<file path="config.mk">
export PLATFORM = sky130hd
export DESIGN_NAME = lsol_ram
export DESIGN_NICKNAME = d
export VERILOG_FILES = /design/src/design/lsol_ram.sv
export SDC_FILE = /design/constraint.sdc
export NUM_CORES = 1
export LEC_CHECK = 0
export BUFFER_PORTS_ARGS = -buffer_cell sky130_fd_sc_hd__buf_2
export CAP_MARGIN = 20
export CORE_MARGIN = 1
export CORE_UTILIZATION = 48
export CTS_CLUSTER_SIZE = 20
export DETAILED_ROUTE_END_ITERATION = 8
export GPL_ROUTABILITY_DRIVEN = 0
export PLACE_DENSITY = 0.67
export SYNTH_ARGS = -nofsm -noshare
export SYNTH_HDL_FRONTEND = slang
export SYNTH_SLANG_ARGS = --single-unit
</file>
<file path="constraint.sdc">
create_clock -name clk -period 1.7 [get_ports clk]
set_input_delay 0.17 -clock clk [delete_from_list [all_inputs] [get_ports clk]]
set_output_delay 0.17 -clock clk [all_outputs]
set_load 0.03 [all_outputs]
</file>
<file path="src/design/lsol_ram.sv">
// Generic simple dual-port RAM: one write port, one registered read port.
// Stand-alone; no package needed.
`timescale 1ns / 1ps
`default_nettype none

module lsol_ram #(
  parameter int WIDTH = 8,
  parameter int DEPTH = 16
) (
  input  wire logic                     clk,
  input  wire logic                     we,
  input  wire logic [$clog2(DEPTH)-1:0] waddr,
  input  wire logic [WIDTH-1:0]         wdata,
  input  wire logic [$clog2(DEPTH)-1:0] raddr,
  output logic      [WIDTH-1:0]         rdata
);

  logic [WIDTH-1:0] mem [DEPTH];

  always_ff @(posedge clk) begin
    if (we) begin
      mem[waddr] <= wdata;
    end
    rdata <= mem[raddr];
  end

endmodule

`default_nettype wire

</file>
==> impl_results.md <==
- Status: finished, final reports clean
- EDFF count, synth: 128
- Design area: 6150 sq um
- Main combinational cell family by area after synthesis: multiplexers
- Worst Max-Slew Pin Slew: 0.455 ns
- Most frequent cell after synthesis: edfxtp_1
- Max incr delay on CP: ~0.51 ns
- Buffers added on ports: 25
- Vias in the first global route: 2602
- Worst path required time: about 2.1 ns
- Number of diodes: 0
- Setup violations, final: 0
- Slew Limit Fails: 0
- Top cell type's share of synthesized area: 74.7%
- Post-cts sizing count: 0
- Synth Warn #: 0
- Grt total ovfl: 0
- Mux cell area share after synthesis: 15.0%
- Fill cells: 761
- Crit end category: flop
- Setup tns final: 0 ns
- DIE HEIGHT: between 100 and 150 um
- Top post-synthesis cells by area: edfxtp_1 75%, mux4_2 7.9%, mux4_1 7.1%
- Via-to-Cell Ratio: 5.61
- CP bufs+invs: 0
- Die area: 11100 sq um
- Post-route non-filler standard cell count: 438
- WL final: 9.78 mm
- Tmin final: 1.39 ns
- Row cnt: 37
- Fraction of layout cells with a size suffix above 1: 33.1%
- Worst rel slew slack: 69.6%
- Cells after DPL: approximately 410
- Antenna-violating nets left: 0
- Initial Utilization: 49.6%
- Final Util: about three fifths
- Final net count: just over 300
- DR iter-0 viols: 196
- Seq cells post-synth: 136
- Hold Path Origin: wdata[4]
- Gr usage total: 19.7%
- Highest clock rate: 718 MHz
- Post-Synth XOR/XNOR Area: 0%
- Simple logic cell fraction of the synthesized area: about 3.2%
- HPWL after DPL: a little over 6 mm
- Post-CTS setup buffers: 0
- Clock tree root driver cell: clkbuf_8
- Worst-path cell chain: mux4_1 > a22oi_1 > nand2_1
- Die span in x: 106 um
- Max cap viols: 0
- Adder-Cell Fraction of Synth Area: 0%
- Worst path arrival time: about 1.8 ns
- Vias: ~2500
- Syn nets: 247
- Synthesized instance count: 229
- Tcrit/Tclk final: 81.9%
- DR pass1 iterations: 4
- H-tree levels: 4
- Pleak: 0.00212 uW
- Worst setup SP type: flop
- Post-synth cell types: 19
- CTS Hold Bufs: 0
- Cell family with most CP delay: multiplexers
- Drt drc: 0
- Clk_skew: 0.0106 ns
- Worst R2R Start: mem[1][2]$_DFFE_PP_
- Cell Area, Placed: 5580 sq um
- Hold Crit Class: input pin to flop
- Mapped Avg Cell Area: 22.5 sq um
- Seq/Total Area, Yosys: ~80%
- Hold WS: 0.0322 ns
- Placeable Area: 10400 sq um
- Buffer depth of the longest clock path: 2
- Synth async-reset ratio: 0%
- Crit. Startpoint: mem[1][2]$_DFFE_PP_
- Mapped cell area: 5150 sq um
- Routed len/inst: 22.3 um
- Largest net degree at the start of global routing: 33
- RSZ-0062 raised after global routing: false
- Compound-Gate Fraction of Synth Area: 2.33%
- Final Hold Vio Count: 0
- Crit Path Max Fanout: 1
- Worst-skew pair later-pin latency: 0.52 ns
- CTS tree: yes
- First-pass GRT wire length: about 15 mm
- CP Class: flop to flop
- Power per cell area: about 1200 nW/um^2
- Main synth FF type: edfxtp_1
- IO Count: 26
- Clock slew seen by the registers of the worst setup and hold paths: 0.06 ns
- Clock sinks: 136
- Area growth syn-to-layout: 19.4%
- VDD IR-drop max: 0.819 mV
- Number of CTS-inserted buffers: 17
- Largest area contributor in the netlist: edfxtp_1
- Commonest cells post-synth: 128 x edfxtp_1, 18 x mux4_2, 16 x a22oi_1, 14 x mux4_1, 13 x nor2_1
- Initial antenna violation count: 0
- CP max stage cell: mux4_1
[final cells by class]
cell class	count	area (sq um)	share of cell area, %
Sequential cell	136	4000	65.1
Multi-Input combinational cell	83	1060	17.2
Timing Repair Buffer	51	345	5.62
Tap cell	136	170	2.77
Clock buffer	21	449	7.31
Clock inverter	11	123	1.99
[layer usage]
layer / vias up / GRT usage [%] / part of all wire [%]
met1: 1264 / 26.4 / 41
met2: 87 / 31.2 / 51
met5: - / 0 / 0
met3: 14 / 4.27 / 6.2
met4: 0 / 8.83 / 1.6
li1: 1094 / - / -
[logic make-up (layout without fill, tap and decap cells)]
family	after synthesis	after routing
AO/OA/AOI/OAI	16	16
buffers and inverters	10	83
flip-flops	136	136
multiplexers	32	32
AND/OR/NAND/NOR	35	35
[report_power, final]
group / switching [uW] / internal, uW
clock: 1330 / 2160
sequential: 21.1 / 3750
combinational: 236 / 158
[sequential cells by signal (all words and copies together), names as in the netlist]
| signal | flops |
|---|---|
| rdata | 8 |
| mem | 128 |
[cell usage in the layout (no fill, tap or decap), types with 8 or more instances in the layout]
cell       instances
mux4_1            14
buf_4             24
dfxtp_1            8
edfxtp_1         128
mux4_2            18
clkbuf_16         16
a22oi_1           16
nor2_1            13
nand2_1            9
buf_2             25
[worst paths after layout]
path / endpoint / slack, ns / cells past startpoint
max: rdata[2]$_DFF_P_ / 0.31 / 3
min reg2reg: rdata[4]$_DFF_P_ / 0.66 / 3
min: mem[9][4]$_DFFE_PP_ / 0.03 / 1
max reg2reg: rdata[2]$_DFF_P_ / 0.31 / 3
[per-stage QoR]
stage	power [uW]	setup WS [ns]
2_1_floorplan	4070	0.0371
3_3_place_gp	4220	0.0980
3_5_place_dp	4240	0.0850
4_1_cts	7700	0.308
5_1_grt	7870	0.211
6_report	7650	0.307
No activity file was read; power rests on OpenSTA's default activity.
