--- src/design/lsol_pkg.sv ---
// Shared types and constants for the leap second offset lookup.
// Used by every module of the block but lsol_ram; depends on nothing.
`timescale 1ns / 1ps
`default_nettype none

package lsol_pkg;

  localparam int TABLE_DEPTH = 64;
  localparam int IDX_W       = $clog2(TABLE_DEPTH);
  localparam int CNT_W       = $clog2(TABLE_DEPTH + 1);

  localparam int JD_W    = 40;
  localparam int MJD_W   = 36;
  localparam int BASE_W  = 32;
  localparam int RATE_W  = 32;
  localparam int OUT_W   = 40;
  localparam int SLOT_W  = 6;
  localparam int COUNT_W = 7;
  localparam int SUM_W   = 42;

  // 2400000.5 days with 16 fraction bits
  localparam logic [JD_W-1:0] JD_OFFSET_FX = 40'd157286432768;

  localparam logic signed [SUM_W-1:0] SUM_MAX = 42'sd549755813887;
  localparam logic signed [SUM_W-1:0] SUM_MIN = -42'sd549755813888;

  localparam logic OP_LOAD  = 1'b0;
  localparam logic OP_QUERY = 1'b1;

  typedef enum logic [1:0] {
    REGION_BEFORE = 2'd0,
    REGION_INSIDE = 2'd1,
    REGION_PAST   = 2'd2,
    REGION_LOAD   = 2'd3
  } region_t;

  typedef enum logic [2:0] {
    ST_IDLE,
    ST_CHK_FIRST,
    ST_CHK_LAST,
    ST_PROBE,
    ST_CMP,
    ST_FETCH,
    ST_LAUNCH,
    ST_EVAL
  } state_t;

  typedef struct packed {
    logic [JD_W-1:0]   start_jd;
    logic [BASE_W-1:0] base_offset;
    logic [MJD_W-1:0]  ref_mjd;
    logic [RATE_W-1:0] drift_rate;
  } entry_t;

  localparam int ENTRY_W = $bits(entry_t);

  typedef struct packed {
    logic              we;
    logic [IDX_W-1:0]  addr;
    entry_t            data;
  } ram_wr_t;

  typedef struct packed {
    logic              valid;
    logic [MJD_W-1:0]  mjd;
    logic [MJD_W-1:0]  ref_mjd;
    logic [BASE_W-1:0] base_offset;
    logic [RATE_W-1:0] drift_rate;
  } eval_req_t;

  typedef struct packed {
    logic                    done;
    logic signed [OUT_W-1:0] value;
    logic                    sat;
  } eval_rsp_t;

  typedef struct packed {
    logic                    valid;
    logic signed [OUT_W-1:0] value;
    region_t                 region;
    logic [SLOT_W-1:0]       used;
    logic                    sat;
  } result_t;

endpackage

`default_nettype wire

--- src/design/lsol_seg_eval.sv ---
// Segment formula unit: base + rate * (mjd - ref), rounded and clamped.
// Five register steps, one in flight. Depends on lsol_pkg.
`timescale 1ns / 1ps
`default_nettype none

module lsol_seg_eval
  import lsol_pkg::*;
(
  input  wire logic      clk,
  input  wire logic      rst_n,
  input  wire eval_req_t req,
  output eval_rsp_t      rsp
);

  logic [4:0]              v_r;
  logic [MJD_W:0]          diff_r;
  logic [BASE_W-1:0]       base_r;
  logic [RATE_W-1:0]       rate_r;
  logic                    neg_r;
  logic [MJD_W-1:0]        mag_r;
  logic [63:0]             plo_r;
  logic [35:0]             phi_r;
  logic [36:0]             q_r;
  logic signed [OUT_W-1:0] value_r;
  logic                    sat_r;

  logic [MJD_W:0]          diff_nxt;
  logic [MJD_W-1:0]        mag_nxt;
  logic [36:0]             q_nxt;
  logic signed [SUM_W-1:0] term_s;
  logic signed [SUM_W-1:0] sum_s;

  always_comb begin
    diff_nxt = {1'b0, req.mjd} - {1'b0, req.ref_mjd};
    mag_nxt  = diff_r[MJD_W] ? MJD_W'(-diff_r) : diff_r[MJD_W-1:0];
    // round to nearest on the magnitude: carry in bit 31 of the low product
    q_nxt    = 37'(phi_r) + 37'(plo_r[63:32]) + 37'(plo_r[31]);
    term_s   = neg_r ? -$signed({5'b0, q_r}) : $signed({5'b0, q_r});
    sum_s    = $signed({10'b0, base_r}) + term_s;
  end

  always_ff @(posedge clk) begin
    if (!rst_n) begin
      v_r <= '0;
    end else begin
      v_r <= {v_r[3:0], req.valid};
    end
  end

  always_ff @(posedge clk) begin
    if (req.valid) begin
      diff_r <= diff_nxt;
      base_r <= req.base_offset;
      rate_r <= req.drift_rate;
    end
    neg_r <= diff_r[MJD_W];
    mag_r <= mag_nxt;
    plo_r <= rate_r * mag_r[31:0];
    phi_r <= rate_r * mag_r[MJD_W-1:32];
    q_r   <= q_nxt;
    if (sum_s > SUM_MAX) begin
      value_r <= OUT_W'(SUM_MAX);
      sat_r   <= 1'b1;
    end else if (sum_s < SUM_MIN) begin
      value_r <= OUT_W'(SUM_MIN);
      sat_r   <= 1'b1;
    end else begin
      value_r <= OUT_W'(sum_s);
      sat_r   <= 1'b0;
    end
  end

  assign rsp.done  = v_r[4];
  assign rsp.value = value_r;
  assign rsp.sat   = sat_r;

endmodule

`default_nettype wire

--- config.mk ---
export PLATFORM = sky130hd
export DESIGN_NAME = lsol_seg_eval
export DESIGN_NICKNAME = d
export VERILOG_FILES = /design/src/design/lsol_pkg.sv /design/src/design/lsol_seg_eval.sv
export SDC_FILE = /design/constraint.sdc
export NUM_CORES = 2
export LEC_CHECK = 0
export BUFFER_PORTS_ARGS = -buffer_cell sky130_fd_sc_hd__buf_2
export CAP_MARGIN = 20
export CORE_UTILIZATION = 30
export DETAILED_ROUTE_END_ITERATION = 10
export GPL_TIMING_DRIVEN = 1
export PLACE_DENSITY_LB_ADDON = 0.2
export SYNTH_ARGS = -nofsm -noshare
export SYNTH_HDL_FRONTEND = slang
export SYNTH_SLANG_ARGS = --single-unit
--- constraint.sdc ---
create_clock -name clk -period 15.25 [get_ports clk]
set_input_delay 3.05 -clock clk [delete_from_list [all_inputs] [get_ports clk]]
set_output_delay 3.05 -clock clk [all_outputs]
set_load 0.02 [all_outputs]
==> key figures <==
Yosys
  – Synth async-reset ratio: 0%
  – Post-Synthesis Net Count: 6797
  – EDFF count, synth: 101
  – Cell variety after synth: 87
  – Synthesized cell area: 49870 µm²
  – Mean Syn Cell Area: 9.413 µm²
  – Seq cells post-synth: 290
  – Sequential share of the synthesized area: 13.67%
  – Yosys Warn Count: 0
  – Gate Count Post-Synth: 5298
  – Top FF cell, synth: dfxtp_1

Run status
  – Violated checks: design-rule violations
  – Status: finished, violations left

Timing
  – Final Max Tran Viols: 0
  – Max-slew headroom: 28.38%
  – Max Clock Freq: 0.1131 GHz
  – Clock Skew: 0.05596 ns
  – RSZ-0062 raised after global routing: no
  – Period utilisation layout: 58.00%
  – Final hold violations: 0
  – Hold_ws: 0.3726 ns
  – Final min period: 8.844 ns
  – Final setup TNS: 0 ns
  – Final setup fails: 0
  – Worst-margin pin slew: 1.065 ns

Global routing
  – Routing usage on met3: 2.915%
  – Gr busiest metal: met2
  – Global Route Usage Sum: 17.74%
  – Met2 Usage GRT: 27.79%
  – Initial antenna violation count: 13
  – Vias in the first global route: 38470
  – First-pass GRT wire length: 228900 µm
  – Remaining Overflow, GRT: 0
  – Largest net degree at the start of global routing: 58
  – Met1 Use GR: 25.52%

Layout
  – Area growth from synthesis to layout: 9.228%
  – Ratio of cells with drive above 1 in the final layout: 6.816%
  – Finished layout cell area: 54470 µm²
  – Leading cell type in the layout, fill and taps excluded: inv_1
  – Nets: 6836
  – Most frequent cells in the layout: 1004 x inv_1, 959 x fa_1, 654 x and2_1
  – Fin util: 33.01%

CTS
  – Max Root-Sink Buffers: 3
  – Post-CTS Resized: 0
  – CTS Buf Count: 41
  – Post-CTS Hold Buffers: 0
  – H-tree depth: 2
  – Root buf cell: clkbuf_16
  – Clk pin slew, worst setup/hold paths: 0.06 ns
  – CTS tree: yes
  – Clk sink count: 290
  – Clk_lat worst skew: 0.65 ns
  – Post-CTS Setup Repair Bufs: 0

Critical path
  – Reg2Reg Depth: 22
  – Crit path kind: flop to flop
  – Required @ worst endpoint: 15.83 ns
  – WP data arrival: 9.43 ns
  – Worst flop-to-flop path startpoint: mag_r[10]$_DFF_P_
  – Startpoint types: flop
  – R2R setup slack: 6.41 ns
  – Crit path launch: mag_r[10]$_DFF_P_
  – Crit Path Max Fanout: 32
  – CP endpoint kind: flop
  – Reg2reg end: plo_r[62]$_DFF_P_

Routing
  – DRT Wirelength: 145300 µm
  – DR vias: 35450
  – Drt wl/cell: 19.22 µm
  – Drt initial violations: 1810
  – Detailed Routing Iterations Pass 1: 8
  – Post-DRT Antenna Nets: 0
  – Drt via density: 4.688
  – DRC viols: 80

Die
  – Num rows: 149
  – Die W: 409.7 µm
  – Total die area: 167900 µm²
  – Die H: 409.7 µm
  – Initial core utilization: 30.23%
  – I/O pin cnt: 181
  – Core Area: 165000 µm²

Placement
  – Placer Congestion: 0.8753
  – Port-buffer cells: 180
  – Final HPWL DP: 105800 µm
  – Post-DP Area: 53050 µm²

Min path
  – Hold Path Sink: mag_r[0]$_DFF_P_
  – Hold_sp: diff_r[0]$_DFFE_PP_
  – Hold depth: 0
  – Worst min path class: flop to flop

Job
  – Max cap viols: 0
per-layer routing:
| metal | up-vias | routed length, µm |
|---|---|---|
| met5 | - | 55 |
| met4 | 10 | 3007 |
| met3 | 143 | 8611 |
| met2 | 892 | 64210 |
| met1 | 18000 | 69460 |
| li1 | 16400 | - |
worst max-delay path, stage by stage (launching register included):
cell      delay, ns
dfxtp_2        0.96
and2_1         0.25
fa_1           0.44
fa_1           0.56
inv_1          0.06
fa_1           0.49
fa_1           0.55
inv_1          0.05
fa_1           0.58
fa_1           0.48
fa_1           0.48
fa_1           0.55
ha_1           0.38
nand2_1        0.07
o21a_1         0.28
o21a_1         0.18
a22oi_1        0.29
a31oi_1        0.34
o31ai_2        0.73
a2111o_1       0.24
o211ai_1       0.20
or3b_2         0.51
nand3_1        0.08
worst max path at each step:
stage | to | slack (ns) | depth (start not counted)
floorplan | plo_r[55]$_DFF_P_ | 7.86 | 27
global placement | plo_r[62]$_DFF_P_ | 6.51 | 22
detailed placement | plo_r[62]$_DFF_P_ | 6.47 | 22
CTS | plo_r[62]$_DFF_P_ | 6.42 | 22
global route | plo_r[55]$_DFF_P_ | 6.02 | 27
finish | plo_r[62]$_DFF_P_ | 6.41 | 22
layout make-up:
| type | instances | area (µm²) |
|---|---|---|
| fillers | 17150 | 110500 |
| multi-input cells | 3760 | 38340 |
| flip-flops and latches | 290 | 6842 |
| inverters | 1004 | 3769 |
| well taps | 2189 | 2739 |
| repair buffers | 240 | 1365 |
| clock buffers | 56 | 1154 |
| clock inverters | 20 | 259.0 |
| diodes | 2 | 5.005 |
state kept, by name, indices dropped and copies added, names as in the netlist:
signal and flops:
neg_r 1, plo_r 33, q_r 37, rate_r 32
base_r 32, v_r 5, phi_r 36, value_r 40
diff_r 37, mag_r 36, sat_r 1
cells by family after synthesis:
logic type | Yosys count | synth area share (%)
adders and majority gates | 1366 | 48.69
muxes | 1 | 0.02007
and+or+nand+nor | 1584 | 16.41
xor gates and xnor gates | 215 | 3.776
DFF | 290 | 13.67
AOI/OAI and AO/OA | 594 | 7.986
buffers and inverters | 1248 | 9.451
cells in the mapped netlist, types with 5 or more instances:
master / n / area [µm²]
inv_1: 1004 / 3769
fa_1: 959 / 19200
and2_1: 654 / 4091
nand2_1: 615 / 2308
ha_1: 401 / 5017
clkbuf_1: 233 / 874.6
dfxtp_1: 189 / 3784
xnor2_1: 160 / 1401
a21oi_1: 155 / 775.7
a21o_1: 106 / 795.8
o21ai_0: 104 / 520.5
edfxtp_1: 101 / 3033
nor2_1: 79 / 296.5
xor2_1: 55 / 481.7
nand3_1: 41 / 205.2
nor3_1: 39 / 195.2
nor2b_1: 27 / 168.9
o21bai_1: 26 / 195.2
o21a_1: 24 / 180.2
o31ai_1: 24 / 180.2
and3_1: 23 / 143.9
nand2b_1: 20 / 125.1
a211oi_1: 18 / 135.1
nand4_1: 18 / 112.6
a31oi_1: 16 / 100.1
o41ai_1: 13 / 113.9
or3_1: 12 / 75.07
a211o_1: 11 / 96.34
or4_1: 11 / 82.58
a21boi_0: 10 / 75.07
or2_2: 10 / 62.56
a221oi_1: 9 / 78.83
a31o_2: 7 / 61.31
o211ai_1: 7 / 52.55
o21ai_1: 7 / 35.03
nor4_1: 6 / 37.54
a2111oi_0: 5 / 43.79
and4_1: 5 / 43.79
maj3_2: 5 / 56.30
stage by stage:
stage	instances	setup slack [ns]
2_1_floorplan	5298	7.856
3_3_place_gp	7482	6.506
3_5_place_dp	7483	6.468
4_1_cts	7559	6.422
5_1_grt	7559	6.019
6_report	7561	6.406
Power is not shown: default switching activity piles up to over one toggle a cycle in this logic, so the estimate is an artifact.
