==> config.mk <==
export PLATFORM = sky130hd
export DESIGN_NAME = lsol_ctrl
export DESIGN_NICKNAME = d
export VERILOG_FILES = /design/src/design/lsol_pkg.sv /design/src/design/lsol_ctrl.sv
export SDC_FILE = /design/constraint.sdc
export NUM_CORES = 1
export LEC_CHECK = 0
export BUFFER_PORTS_ARGS = -buffer_cell sky130_fd_sc_hd__buf_2
export CORE_AREA = 2 2 275 277
export DETAILED_ROUTE_END_ITERATION = 10
export DIE_AREA = 0 0 277 279
export SYNTH_ARGS = -nofsm -noshare
export SYNTH_HDL_FRONTEND = slang
export SYNTH_SLANG_ARGS = --single-unit
export TNS_END_PERCENT = 5
==> constraint.sdc <==
create_clock -name clk -period 4.2 [get_ports clk]
set_input_delay 0.63 -clock clk [delete_from_list [all_inputs] [get_ports clk]]
set_output_delay 0.63 -clock clk [all_outputs]
set_load 0.005 [all_outputs]
==> src/design/lsol_pkg.sv <==
// Shared types and constants for the leap second offset lookup.
// Used by every module of the block but lsol_ram; depends on nothing.
`timescale 1ns / 1ps
`default_nettype none

package lsol_pkg;

  localparam int TABLE_DEPTH = 64;
  localparam int IDX_W       = $clog2(TABLE_DEPTH);
  localparam int CNT_W       = $clog2(TABLE_DEPTH + 1);

  localparam int JD_W    = 40;
  localparam int MJD_W   = 36;
  localparam int BASE_W  = 32;
  localparam int RATE_W  = 32;
  localparam int OUT_W   = 40;
  localparam int SLOT_W  = 6;
  localparam int COUNT_W = 7;
  localparam int SUM_W   = 42;

  // 2400000.5 days with 16 fraction bits
  localparam logic [JD_W-1:0] JD_OFFSET_FX = 40'd157286432768;

  localparam logic signed [SUM_W-1:0] SUM_MAX = 42'sd549755813887;
  localparam logic signed [SUM_W-1:0] SUM_MIN = -42'sd549755813888;

  localparam logic OP_LOAD  = 1'b0;
  localparam logic OP_QUERY = 1'b1;

  typedef enum logic [1:0] {
    REGION_BEFORE = 2'd0,
    REGION_INSIDE = 2'd1,
    REGION_PAST   = 2'd2,
    REGION_LOAD   = 2'd3
  } region_t;

  typedef enum logic [2:0] {
    ST_IDLE,
    ST_CHK_FIRST,
    ST_CHK_LAST,
    ST_PROBE,
    ST_CMP,
    ST_FETCH,
    ST_LAUNCH,
    ST_EVAL
  } state_t;

  typedef struct packed {
    logic [JD_W-1:0]   start_jd;
    logic [BASE_W-1:0] base_offset;
    logic [MJD_W-1:0]  ref_mjd;
    logic [RATE_W-1:0] drift_rate;
  } entry_t;

  localparam int ENTRY_W = $bits(entry_t);

  typedef struct packed {
    logic              we;
    logic [IDX_W-1:0]  addr;
    entry_t            data;
  } ram_wr_t;

  typedef struct packed {
    logic              valid;
    logic [MJD_W-1:0]  mjd;
    logic [MJD_W-1:0]  ref_mjd;
    logic [BASE_W-1:0] base_offset;
    logic [RATE_W-1:0] drift_rate;
  } eval_req_t;

  typedef struct packed {
    logic                    done;
    logic signed [OUT_W-1:0] value;
    logic                    sat;
  } eval_rsp_t;

  typedef struct packed {
    logic                    valid;
    logic signed [OUT_W-1:0] value;
    region_t                 region;
    logic [SLOT_W-1:0]       used;
    logic                    sat;
  } result_t;

endpackage

`default_nettype wire

==> src/design/lsol_ctrl.sv <==
// Sequencer: loads, bound checks and the binary search over start dates
// through one comparator and the table read port. Depends on lsol_pkg.
`timescale 1ns / 1ps
`default_nettype none

module lsol_ctrl
  import lsol_pkg::*;
(
  input  wire logic               clk,
  input  wire logic               rst_n,
  input  wire logic               accept,
  input  wire logic               in_operation,
  input  wire logic [SLOT_W-1:0]  in_entry_slot,
  input  wire logic [JD_W-1:0]    in_entry_start_jd,
  input  wire logic [BASE_W-1:0]  in_entry_base_offset,
  input  wire logic [MJD_W-1:0]   in_entry_ref_mjd,
  input  wire logic [RATE_W-1:0]  in_entry_drift_rate,
  input  wire logic [MJD_W-1:0]   in_query_mjd,
  input  wire logic [COUNT_W-1:0] entry_count,
  input  wire entry_t             rd_data,
  input  wire eval_rsp_t          rsp,
  output logic                    busy,
  output ram_wr_t                 wr,
  output logic [IDX_W-1:0]        rd_addr,
  output eval_req_t               req,
  output result_t                 res
);

  state_t            state_r, state_nxt;
  logic [MJD_W-1:0]  mjd_r, mjd_nxt;
  logic [JD_W-1:0]   jd_r, jd_nxt;
  logic [CNT_W-1:0]  n_r, n_nxt;
  logic [CNT_W-1:0]  first_r, first_nxt;
  logic [CNT_W-1:0]  cnt_r, cnt_nxt;
  logic [IDX_W-1:0]  idx_r, idx_nxt;
  region_t           region_r, region_nxt;

  logic [CNT_W-1:0]  n_calc;
  logic [CNT_W-1:0]  step;
  logic [CNT_W-1:0]  at;
  logic [CNT_W-1:0]  last;
  logic [CNT_W-1:0]  fidx;
  logic              jd_lt;
  logic              jd_gt;
  logic [CNT_W-1:0]  cmp_first;
  logic [CNT_W-1:0]  cmp_cnt;
  logic              is_query;

  always_comb begin
    if (entry_count == '0) begin
      n_calc = CNT_W'(1);
    end else if (32'(entry_count) > TABLE_DEPTH) begin
      n_calc = CNT_W'(TABLE_DEPTH);
    end else begin
      n_calc = CNT_W'(entry_count);
    end
    step  = cnt_r >> 1;
    at    = first_r + step;
    last  = n_r - CNT_W'(1);
    fidx  = (first_r == '0) ? '0 : first_r - CNT_W'(1);
    // the one shared comparator
    jd_lt = jd_r < rd_data.start_jd;
    jd_gt = jd_r > rd_data.start_jd;
    if (!jd_lt) begin
      cmp_first = at + CNT_W'(1);
      cmp_cnt   = cnt_r - step - CNT_W'(1);
    end else begin
      cmp_first = first_r;
      cmp_cnt   = step;
    end
    is_query = accept && (in_operation == OP_QUERY);
  end

  // next state
  always_comb begin
    state_nxt = state_r;
    unique case (state_r)
      ST_IDLE:      if (is_query) state_nxt = ST_CHK_FIRST;
      ST_CHK_FIRST: state_nxt = jd_lt ? ST_IDLE : ST_CHK_LAST;
      ST_CHK_LAST:  state_nxt = jd_gt ? ST_EVAL : ST_PROBE;
      ST_PROBE:     state_nxt = ST_CMP;
      ST_CMP:       state_nxt = (cmp_cnt == '0) ? ST_FETCH : ST_PROBE;
      ST_FETCH:     state_nxt = ST_LAUNCH;
      ST_LAUNCH:    state_nxt = ST_EVAL;
      ST_EVAL:      if (rsp.done) state_nxt = ST_IDLE;
      default:      state_nxt = ST_IDLE;
    endcase
  end

  // datapath registers
  always_comb begin
    mjd_nxt    = mjd_r;
    jd_nxt     = jd_r;
    n_nxt      = n_r;
    first_nxt  = first_r;
    cnt_nxt    = cnt_r;
    idx_nxt    = idx_r;
    region_nxt = region_r;
    unique case (state_r)
      ST_IDLE: begin
        mjd_nxt = in_query_mjd;
        jd_nxt  = {{(JD_W-MJD_W){1'b0}}, in_query_mjd} + JD_OFFSET_FX;
        n_nxt   = n_calc;
      end
      ST_CHK_LAST: begin
        first_nxt  = '0;
        cnt_nxt    = n_r;
        idx_nxt    = last[IDX_W-1:0];
        region_nxt = jd_gt ? REGION_PAST : REGION_INSIDE;
      end
      ST_CMP: begin
        first_nxt = cmp_first;
        cnt_nxt   = cmp_cnt;
      end
      ST_FETCH: idx_nxt = fidx[IDX_W-1:0];
      default: ;
    endcase
  end

  // outputs
  always_comb begin
    busy      = (state_r != ST_IDLE);
    wr.we     = accept && (in_operation == OP_LOAD) && (32'(in_entry_slot) < TABLE_DEPTH);
    wr.addr   = IDX_W'(in_entry_slot);
    wr.data   = '{start_jd: in_entry_start_jd, base_offset: in_entry_base_offset,
                  ref_mjd: in_entry_ref_mjd, drift_rate: in_entry_drift_rate};
    rd_addr   = '0;
    req.valid = 1'b0;
    req.mjd         = mjd_r;
    req.ref_mjd     = rd_data.ref_mjd;
    req.base_offset = rd_data.base_offset;
    req.drift_rate  = rd_data.drift_rate;
    res.valid  = 1'b0;
    res.value  = '0;
    res.region = REGION_BEFORE;
    res.used   = '0;
    res.sat    = 1'b0;
    unique case (state_r)
      ST_IDLE: begin
        if (accept && (in_operation == OP_LOAD)) begin
          res.valid  = 1'b1;
          res.region = REGION_LOAD;
          res.used   = in_entry_slot;
        end
      end
      ST_CHK_FIRST: begin
        rd_addr   = last[IDX_W-1:0];
        res.valid = jd_lt;
      end
      ST_CHK_LAST: req.valid = jd_gt;
      ST_PROBE:    rd_addr = at[IDX_W-1:0];
      ST_CMP:      ;
      ST_FETCH:    rd_addr = fidx[IDX_W-1:0];
      ST_LAUNCH:   req.valid = 1'b1;
      ST_EVAL: begin
        res.valid  = rsp.done;
        res.value  = rsp.value;
        res.region = region_r;
        res.used   = SLOT_W'(idx_r);
        res.sat    = rsp.sat;
      end
      default: ;
    endcase
  end

  always_ff @(posedge clk) begin
    if (!rst_n) begin
      state_r <= ST_IDLE;
    end else begin
      state_r <= state_nxt;
    end
  end

  always_ff @(posedge clk) begin
    mjd_r    <= mjd_nxt;
    jd_r     <= jd_nxt;
    n_r      <= n_nxt;
    first_r  <= first_nxt;
    cnt_r    <= cnt_nxt;
    idx_r    <= idx_nxt;
    region_r <= region_nxt;
  end

endmodule

`default_nettype wire

==> qor.yml <==
power:
  p_per_area_nw_per_um2: 284
  internal_power_w: 0.00166
  power_frac_comb: 0.167
  peakVddDrop_v: 0.000158
  clkPwrFrac: 0.373
  power_switching_w: 0.000721
  p_total_w: 0.00238
  switching_share: 0.303
  p_seq_frac: 0.460
  p_leak_nw: 3.64
logic_synthesis:
  synth_area_per_cell_um2: 9.44
  synth_nets: 1242
  ys_ff_latch: 90
  syn_inst: 811
  synth_edf_count: 87
  synthArstFlopShare: 0
  yosysSeqAreaShare: 0.349
  synth_cell_types: 57
  synth_top_flop_cell: "edfxtp_1"
  synth_warnings: 0
  synth_area_um2: 7660
critical_path:
  crit_path_top_delay_cell: "a21oi_1"
  path_buf_inv: 1
  max_stage_delay_ns: 0.50
  path_cells: "ha_1 > a21oi_1 > a21oi_1 > o311a_1 > a211oi_4 > and2b_1 > o21a_1 > buf_2"
  startpoint_type: "register"
  required_ns: 3.57
  endpoint_kind: "output pin"
  critPathArrivalTime_ns: 3.25
  crit_family: "compound AO/OA/AOI/OAI gates"
  cp_common_cell: "a21oi_1"
  setup.worst_path.class: "register to output pin"
  crit_fanout: 4
layout:
  syn_to_final_growth_pct: 9.49
  seq_area_um2: 2670
  final_nets: 1218
  drive_gt1_frac: 0.332
  num-fill-cells: 8511
  design_area_um2: 8380
  multiInputGateArea_um2: 2740
cts:
  htree_levels: 3
  clock_sinks: 90
  clock_latency_ns: 0.38
  numCtsBuffers: 9
  clockBufferDepth: 2
  cts_root_buf: "clkbuf_16"
  cts_tree: "done"
  path_clk_slew_ns: 0.09
floorplan:
  core-area_um2: 74100
  std_cell_rows: 100
  die_h_um: 279
  die_area_um2: 77300
  die_w_um: 277
  start_util: 0.103
  pin_count: 716
place:
  place_area_um2: 8070
  dp.final_hpwl_um: 23700
  gp_congestion: 0.802
  place.port_buffers: 235
hold_path:
  hp-class: "input pin to register"
route:
  ant_nets: 0
  post-route-drc-count: 0
  wl_per_cell_um: 16.1
  vias_per_cell: 3.05
  num_vias: 5376
  drt_iter0_markers: 251
  routed_wl_um: 28300
  first_pass_iters: 4
global_routing:
  grt_pass1_wl_um: 38400
  track_usage: 0.0719
  globalRouteOverflowTotal: 0
  grt_pass1_vias: 5310
  antenna_found_initial: 15
  grt_max_degree: 54
sta:
  fin_skew_ns: 0.0236
  final.min_clock_period_ns: 3.88
  setup_viol: 0
  setup-tns-final_ns: 0
  timing.final.crit_share: 0.923
  timing.final.hold_violations: 0
  finalMaxSlewViolations: 0
  tightestPinTransition_ns: 0.995
  relSlewSlack: 0.330
  rsz0062_at_grt: "no"
  max_freq_mhz: 258
status:
  status: "complete, no violations"
flow_run:
  maxCapViolCount: 0
routing by layer:
layer | vias to the layer above | track usage | wire length [µm]
li1 | 2442 | - | -
met1 | 2357 | 0.0817 | 11500
met2 | 498 | 0.0904 | 10500
met3 | 65 | 0.0669 | 5430
met4 | 14 | 0.0273 | 777
met5 | - | 0.00938 | 146
layout make-up:
| class | instances | area share |
|---|---|---|
| Clock inverter | 7 | 0.00970 |
| Timing Repair Buffer | 240 | 0.145 |
| Sequential cell | 90 | 0.319 |
| Clock buffer | 9 | 0.0269 |
| Tap cell | 969 | 0.145 |
| Multi-Input combinational cell | 384 | 0.327 |
| Antenna cell | 1 | 0.000298 |
| Inverter | 62 | 0.0279 |
cells in the mapped netlist (all sizes together) (2+ instances only):
cell type | instances | area (µm²)
xor2 | 13 | 114
mux2 | 2 | 22.5
o21bai | 2 | 15.0
buf | 262 | 1970
nand3 | 17 | 85.1
edfxtp | 87 | 2610
a221oi | 2 | 17.5
or3 | 3 | 18.8
nor2b | 8 | 50.1
a22oi | 2 | 15.0
clkbuf | 13 | 48.8
nor2 | 34 | 128
a31oi | 3 | 18.8
and2 | 43 | 269
a22o | 6 | 52.6
nand2 | 32 | 120
a211oi | 2 | 20.0
o21ai | 28 | 140
a21o | 4 | 30.0
nor3 | 8 | 40.0
and3 | 5 | 31.3
mux2i | 7 | 70.1
o22ai | 8 | 50.1
nand2b | 3 | 18.8
nor3b | 3 | 22.5
dfxtp | 3 | 60.1
a21oi | 32 | 164
xnor2 | 26 | 228
nor4 | 5 | 37.5
nand4 | 10 | 62.6
fa | 2 | 40.0
ha | 54 | 676
inv | 62 | 233
o21a | 3 | 22.5
power by group through the flow:
stage | clock, W | sequential (W) | combinational (W)
detailed placement | 0 | 0.00112 | 0.000403
global placement | 0 | 0.00112 | 0.000398
CTS | 0.000953 | 0.00110 | 0.000405
floorplan | 0 | 0.00110 | 0.000405
global route | 0.000971 | 0.00110 | 0.000453
finish | 0.000889 | 0.00109 | 0.000398
cells in the final DEF, fill, tap and decap left out, drive strengths merged, types with 3 or more instances in the layout:
master / count
a21o: 4
a21oi: 32
a22o: 6
a31oi: 3
and2: 43
and3: 5
buf: 240
clkbuf: 9
clkinv: 5
dfxtp: 3
edfxtp: 87
ha: 54
inv: 64
mux2i: 7
nand2: 32
nand2b: 3
nand3: 17
nand4: 10
nor2: 34
nor2b: 8
nor3: 8
nor3b: 3
nor4: 5
o21a: 3
o21ai: 28
o22ai: 8
or3: 3
xnor2: 26
xor2: 13
flip-flops by register name, summed over array words and instances (netlist names):
register	flops
idx_r	6
mjd_r	36
cnt_r	7
n_r	7
region_r	2
first_r	7
state_r	3
jd_r	22
cell families (layout without fill, tap and decap cells):
logic type                 Yosys count  after routing  share of synthesized area
AOI/OAI and AO/OA                  104            104                     0.0859
xor gates and xnor gates            39             39                     0.0446
adders and majority gates           56             56                     0.0935
buffers and inverters              337            318                      0.294
DFF                                 90             90                      0.349
muxes                                9              9                     0.0121
other                                0              1                          0
and+or+nand+nor                    176            176                      0.121
metrics by stage:
stage           util  instances  worst slack [ns]  hold slack (ns)
2_1_floorplan      -        811             0.799            0.496
3_3_place_gp   0.109       1745             0.248            0.543
3_5_place_dp   0.109       1745             0.157            0.546
4_1_cts        0.113       1761            0.0748            0.362
5_1_grt        0.113       1761             0.168            0.368
6_report       0.113       1762             0.325            0.413
path summary, 6_finish.rpt:
| path | cells after the start | slack, ns | start | to |
|---|---|---|---|---|
| max | 8 | 0.32 | mjd_r[3] | req[136] |
| max reg2reg | 6 | 1.00 | jd_r[35] | first_r[6] |
| min reg2reg | 2 | 0.54 | n_r[6] | cnt_r[6] |
| min | 1 | 0.41 | in_query_mjd[9] | mjd_r[9] |
what timing repair did:
action                                  in CTS  in global routing
endpoints found under the setup margin       0                  1
hold buffers                                 0                  0
buffers inserted                             0                  0
gates resized for setup                      0                  1
Power figures use the tool's default switching activity.
